`src/hw/rtl/skl_pkg.sv`:
```
package skl_pkg;

    localparam int CAPACITY = 64;
    localparam int CNT_W    = $clog2(CAPACITY + 1);

    typedef struct packed {
        logic        [63:0] key_high;
        logic        [63:0] key_middle;
        logic        [23:0] key_low;
        logic signed [31:0] value;
    } t_entry;

    typedef enum logic [1:0] {
        OP_INSERT = 2'd0,
        OP_DELETE = 2'd1,
        OP_POP    = 2'd2,
        OP_PRINT  = 2'd3
    } t_op;

    typedef enum logic [2:0] {
        ST_OK      = 3'd0,
        ST_DUP     = 3'd1,
        ST_EMPTY   = 3'd2,
        ST_MISSING = 3'd3,
        ST_FULL    = 3'd4
    } t_status;

    // broadcast to every cell
    typedef enum logic [2:0] {
        CM_HOLD   = 3'd0,
        CM_INSERT = 3'd1,
        CM_DELETE = 3'd2,
        CM_POP    = 3'd3,
        CM_ROTATE = 3'd4
    } t_cell_mode;

    typedef struct packed {
        t_cell_mode mode;
        t_entry     entry;
    } t_cell_cmd;

    // per-cell position info from the controller and the left neighbour
    typedef struct packed {
        logic occupied;
        logic wrap;
        logic left_lt;
    } t_cell_link;

    typedef struct packed {
        logic lt;
        logic eq;
    } t_cell_flags;

endpackage

```
`src/hw/rtl/skl_cell.sv`:
```
module skl_cell (
    input  logic                i_clk,
    input  skl_pkg::t_cell_cmd  i_cmd,
    input  skl_pkg::t_cell_link i_link,
    input  skl_pkg::t_entry     i_left,
    input  skl_pkg::t_entry     i_right,
    input  skl_pkg::t_entry     i_head,
    output skl_pkg::t_entry     o_entry,
    output skl_pkg::t_cell_flags o_flags
);

    skl_pkg::t_entry r_entry;
    skl_pkg::t_entry n_entry;
    logic [151:0]    w_stored;
    logic [151:0]    w_key;

    assign w_stored = {r_entry.key_high, r_entry.key_middle, r_entry.key_low};
    assign w_key    = {i_cmd.entry.key_high, i_cmd.entry.key_middle, i_cmd.entry.key_low};

    // stored key below the request key: cell stays put on insert/delete
    assign o_flags.lt = i_link.occupied && (w_stored < w_key);
    assign o_flags.eq = i_link.occupied && (w_stored == w_key);
    assign o_entry    = r_entry;

    always_comb begin
        n_entry = r_entry;
        unique case (i_cmd.mode)
            skl_pkg::CM_HOLD: begin
                n_entry = r_entry;
            end
            skl_pkg::CM_INSERT: begin
                if (!o_flags.lt) begin
                    n_entry = i_link.left_lt ? i_cmd.entry : i_left;
                end
            end
            skl_pkg::CM_DELETE: begin
                if (!o_flags.lt) begin
                    n_entry = i_right;
                end
            end
            skl_pkg::CM_POP: begin
                n_entry = i_right;
            end
            skl_pkg::CM_ROTATE: begin
                n_entry = i_link.wrap ? i_head : i_right;
            end
            default: begin
                n_entry = r_entry;
            end
        endcase
    end

    always_ff @(posedge i_clk) begin
        r_entry <= n_entry;
    end

endmodule
```
`config.mk`:
```
export PLATFORM = sky130hd
export DESIGN_NAME = skl_cell
export DESIGN_NICKNAME = d
export VERILOG_FILES = /design/src/hw/rtl/skl_pkg.sv /design/src/hw/rtl/skl_cell.sv
export SDC_FILE = /design/constraint.sdc
export NUM_CORES = 1
export LEC_CHECK = 0
export BUFFER_PORTS_ARGS = -buffer_cell sky130_fd_sc_hd__buf_2
export CAP_MARGIN = 15
export CELL_PAD_IN_SITES_DETAIL_PLACEMENT = 0
export CELL_PAD_IN_SITES_GLOBAL_PLACEMENT = 1
export CORE_AREA = 2 2 365 367
export CTS_BUF_LIST = sky130_fd_sc_hd__clkbuf_16
export CTS_CLUSTER_SIZE = 16
export DETAILED_ROUTE_END_ITERATION = 10
export DIE_AREA = 0 0 367 369
export GPL_TIMING_DRIVEN = 0
export PLACE_DENSITY_LB_ADDON = 0.1
export SYNTH_ARGS = -nofsm -noshare
export SYNTH_HDL_FRONTEND = slang
export SYNTH_SLANG_ARGS = --single-unit
```
`constraint.sdc`:
```
create_clock -name i_clk -period 6.7 [get_ports i_clk]
set_clock_uncertainty 0.05 [all_clocks]
set_input_delay 0.335 -clock i_clk [delete_from_list [all_inputs] [get_ports i_clk]]
set_output_delay 0.335 -clock i_clk [all_outputs]
set_load 0.005 [all_outputs]
```
==> reports/qor.yml <==
drt:
  initialDrtViolationCount: 729
  wirelength_um: 103000
  first_pass_iters: 5
  postRouteAntennaNets: 0
  detail_route.vias_per_cell: 3.75
  drc: 0
  wire_per_inst_um: 23.9
  dr_total_vias: 16099
placement:
  finalWeightedCongestion: 0.893
  io_buffer_count: 927
  detailedPlace.worstSlack_ps: 1790
  dp_hpwl_um: 88500
yosys:
  seq_area_frac_synth: 0.387
  synth_async_sr_flop_share: 0
  ys.flop_type: "sky130_fd_sc_hd__edfxtp_1"
  postSynthRegisterBits: 184
  synthesis.yosys.warnings: 0
  synth_edf_count: 184
  synthCells: 1395
  syn_area_mm2: 0.0143
  synth_nets: 2290
  post_synth.cell_area_avg_um2: 10.2
  post_synth_num_cell_types: 46
die:
  floorplan.initialDensity: 0.109
  io-pin-count: 929
  core_area_mm2: 0.131
  die_w_um: 367
  die_height_um: 369
  placementRows: 133
  design.die.area_mm2: 0.135
sta:
  timing.final.crit_share: 0.672
  layout_min_cycle_time_ps: 4510
  timing_worst_slew_pin_value_ps: 1110
  final_hold_viol_count: 0
  max_freq_mhz: 222
  relSlewSlack: 0.257
  final.setup.worst_slack_ps: 2190
  grt_setup_unrepaired: "no"
  drv_slew: 0
  setup_viol: 0
setup_path:
  critPathRequiredTime_ps: 6850
  timing.rr.end: "o_entry[109]"
  endpoint_kind: "register"
  path_max_fanout: 54
  rrSetupSlack_ps: 2190
  regToRegStartpoint: "o_entry[79]"
  cp_launch_type: "register"
  timing.critical_path.arrival_ps: 4660
  cp-endpoint: "o_entry[109]"
  register_to_register_path_depth: 11
  timing.setup.critical_path_class: "register to register"
  crit_start: "o_entry[79]"
grt:
  groute.usage.overall: 0.148
  grt_pass1_vias: 17575
  grt_first_pass_wirelength_um: 139000
  grt_max_degree: 55
  total_gr_overflow: 0
  antenna_found_initial: 50
cts:
  clock_tree.buffer_depth: 2
  h-tree-depth: 4
  post_cts_resize_count: 0
  path_clk_slew_ps: 90
  clockRootBuffer: "sky130_fd_sc_hd__clkbuf_16"
  tritoncts: "done"
  clock_insertion_delay_worst_skew_ps: 550
  postCtsSetupRepairBufs: 0
  numClockSinks: 184
  cts_buffers: 17
finish:
  post_route_cells_drive_above_1_share: 0.397
  final_core_density: 0.179
  most-common-layout-cells: "sky130_fd_sc_hd__buf_2, sky130_fd_sc_hd__nor2_1, sky130_fd_sc_hd__a221o_1"
  synthToLayoutAreaGrowth_pct: 64.0
  largest_register_ff_count: 184
  layout.cells.most_common: "sky130_fd_sc_hd__buf_2"
  nets: 3397
flow_run:
  maxCapViolations: 0
power_and_ir_drop:
  leak_pwr_nw: 11.3
  power_density_mw_per_mm2: 178
  vdd_drop_max_mv: 0.173
outcome:
  run_status: "finished, final reports clean"
worst_hold_path:
  hold_path_class: "input port to register"
[routing by layer]
metal / part of all wire / up-vias / global-route usage
li1: - / 7608 / -
met1: 0.38 / 7765 / 0.161
met2: 0.54 / 612 / 0.280
met3: 0.066 / 84 / 0.0422
met4: 0.014 / 30 / 0.0333
met5: 0.0018 / - / 0
[final cells by class]
class / count / area [µm²]
Tap cell: 1755 / 2200
Antenna cell: 25 / 62.6
Buffer: 82 / 340
Timing Repair Buffer: 1088 / 6310
Sequential cell: 184 / 5530
Clock inverter: 15 / 136
Fill cell: 15140 / 108000
Multi-Input combinational cell: 970 / 7830
Clock buffer: 17 / 425
Inverter: 159 / 597
[synthesized netlist by cell type (2+ instances only)]
master,number,area share
sky130_fd_sc_hd__a21o_1,9,0.0047
sky130_fd_sc_hd__and3_1,3,0.0013
sky130_fd_sc_hd__o31ai_1,2,0.0011
sky130_fd_sc_hd__clkbuf_1,44,0.012
sky130_fd_sc_hd__ha_1,152,0.13
sky130_fd_sc_hd__a31oi_1,3,0.0013
sky130_fd_sc_hd__buf_1,15,0.0039
sky130_fd_sc_hd__a221o_1,186,0.13
sky130_fd_sc_hd__and4_1,12,0.0074
sky130_fd_sc_hd__o21ai_0,20,0.0070
sky130_fd_sc_hd__nor3_1,11,0.0039
sky130_fd_sc_hd__nand2_1,47,0.012
sky130_fd_sc_hd__nor4_1,3,0.0013
sky130_fd_sc_hd__nand4_1,28,0.012
sky130_fd_sc_hd__o21a_1,4,0.0021
sky130_fd_sc_hd__nand2b_1,4,0.0018
sky130_fd_sc_hd__a211oi_1,2,0.0011
sky130_fd_sc_hd__mux2i_1,184,0.13
sky130_fd_sc_hd__a2bb2oi_1,2,0.0012
sky130_fd_sc_hd__nor2_1,196,0.052
sky130_fd_sc_hd__inv_1,159,0.042
sky130_fd_sc_hd__a21oi_1,58,0.020
sky130_fd_sc_hd__buf_2,23,0.0081
sky130_fd_sc_hd__edfxtp_1,184,0.39
sky130_fd_sc_hd__nand3_1,14,0.0049
sky130_fd_sc_hd__a221oi_1,9,0.0055
sky130_fd_sc_hd__nor2b_1,2,0.00088
[worst max-delay path: stages, from the launching register on]
cell and delay, ps:
sky130_fd_sc_hd__edfxtp_1 400, sky130_fd_sc_hd__ha_1 340, sky130_fd_sc_hd__nand4_1 350, sky130_fd_sc_hd__nor3_1 260, sky130_fd_sc_hd__nor4bb_1 910, sky130_fd_sc_hd__o311ai_1 240
sky130_fd_sc_hd__buf_4 240, sky130_fd_sc_hd__a31oi_1 170, sky130_fd_sc_hd__a211oi_1 100, sky130_fd_sc_hd__nand2b_4 400, sky130_fd_sc_hd__buf_16 290, sky130_fd_sc_hd__buf_16 300
[stage by stage]
step | TNS (ps) | std cells | cell area [µm²] | total power [mW] | hold WS, ps
4_1_cts | 0 | 4270 | 23400 | 4.31 | 0.435
5_1_grt | 0 | 4279 | 23400 | 4.46 | 14.1
2_1_floorplan | 0 | 1395 | 14300 | 2.18 | 499
6_report | 0 | 4295 | 23400 | 4.18 | 60.5
3_3_place_gp | -344380 | 4077 | 21100 | 3.03 | 588
3_5_place_dp | 0 | 4084 | 21300 | 3.01 | 589
[repair_timing]
action                                  in CTS  in global routing
endpoints found under the setup margin       0                  0
hold buffers                               154                  0
hold endpoints to repair                    88                  0
[worst min-delay path by stage]
stage,slack [ps],cells after the start,to,start
after CTS,0.4,2,o_entry[17],i_right[17]
after detailed placement,590,2,o_entry[144],i_right[144]
after floorplan,500,1,o_entry[0],i_right[0]
final,60,2,o_entry[153],i_head[153]
after global placement,590,2,o_entry[129],i_head[129]
after global routing,10,2,o_entry[153],i_right[153]
[power by group]
| part | total [mW] | internal [mW] | switching, mW |
|---|---|---|---|
| combinational | 1.48 | 0.677 | 0.807 |
| clock | 1.13 | 0.518 | 0.615 |
| sequential | 1.56 | 1.47 | 0.0866 |
| total | 4.18 | 2.67 | 1.51 |
[cells by family after synthesis]
kind of cell | share of synthesized area
AND/OR/NAND/NOR | 0.104
AO/OA/AOI/OAI | 0.181
buffers and inverters | 0.0654
multiplexers | 0.129
flip-flops | 0.387
adder cells (fa/ha/maj) | 0.133
No activity file was read; power rests on OpenSTA's default activity.
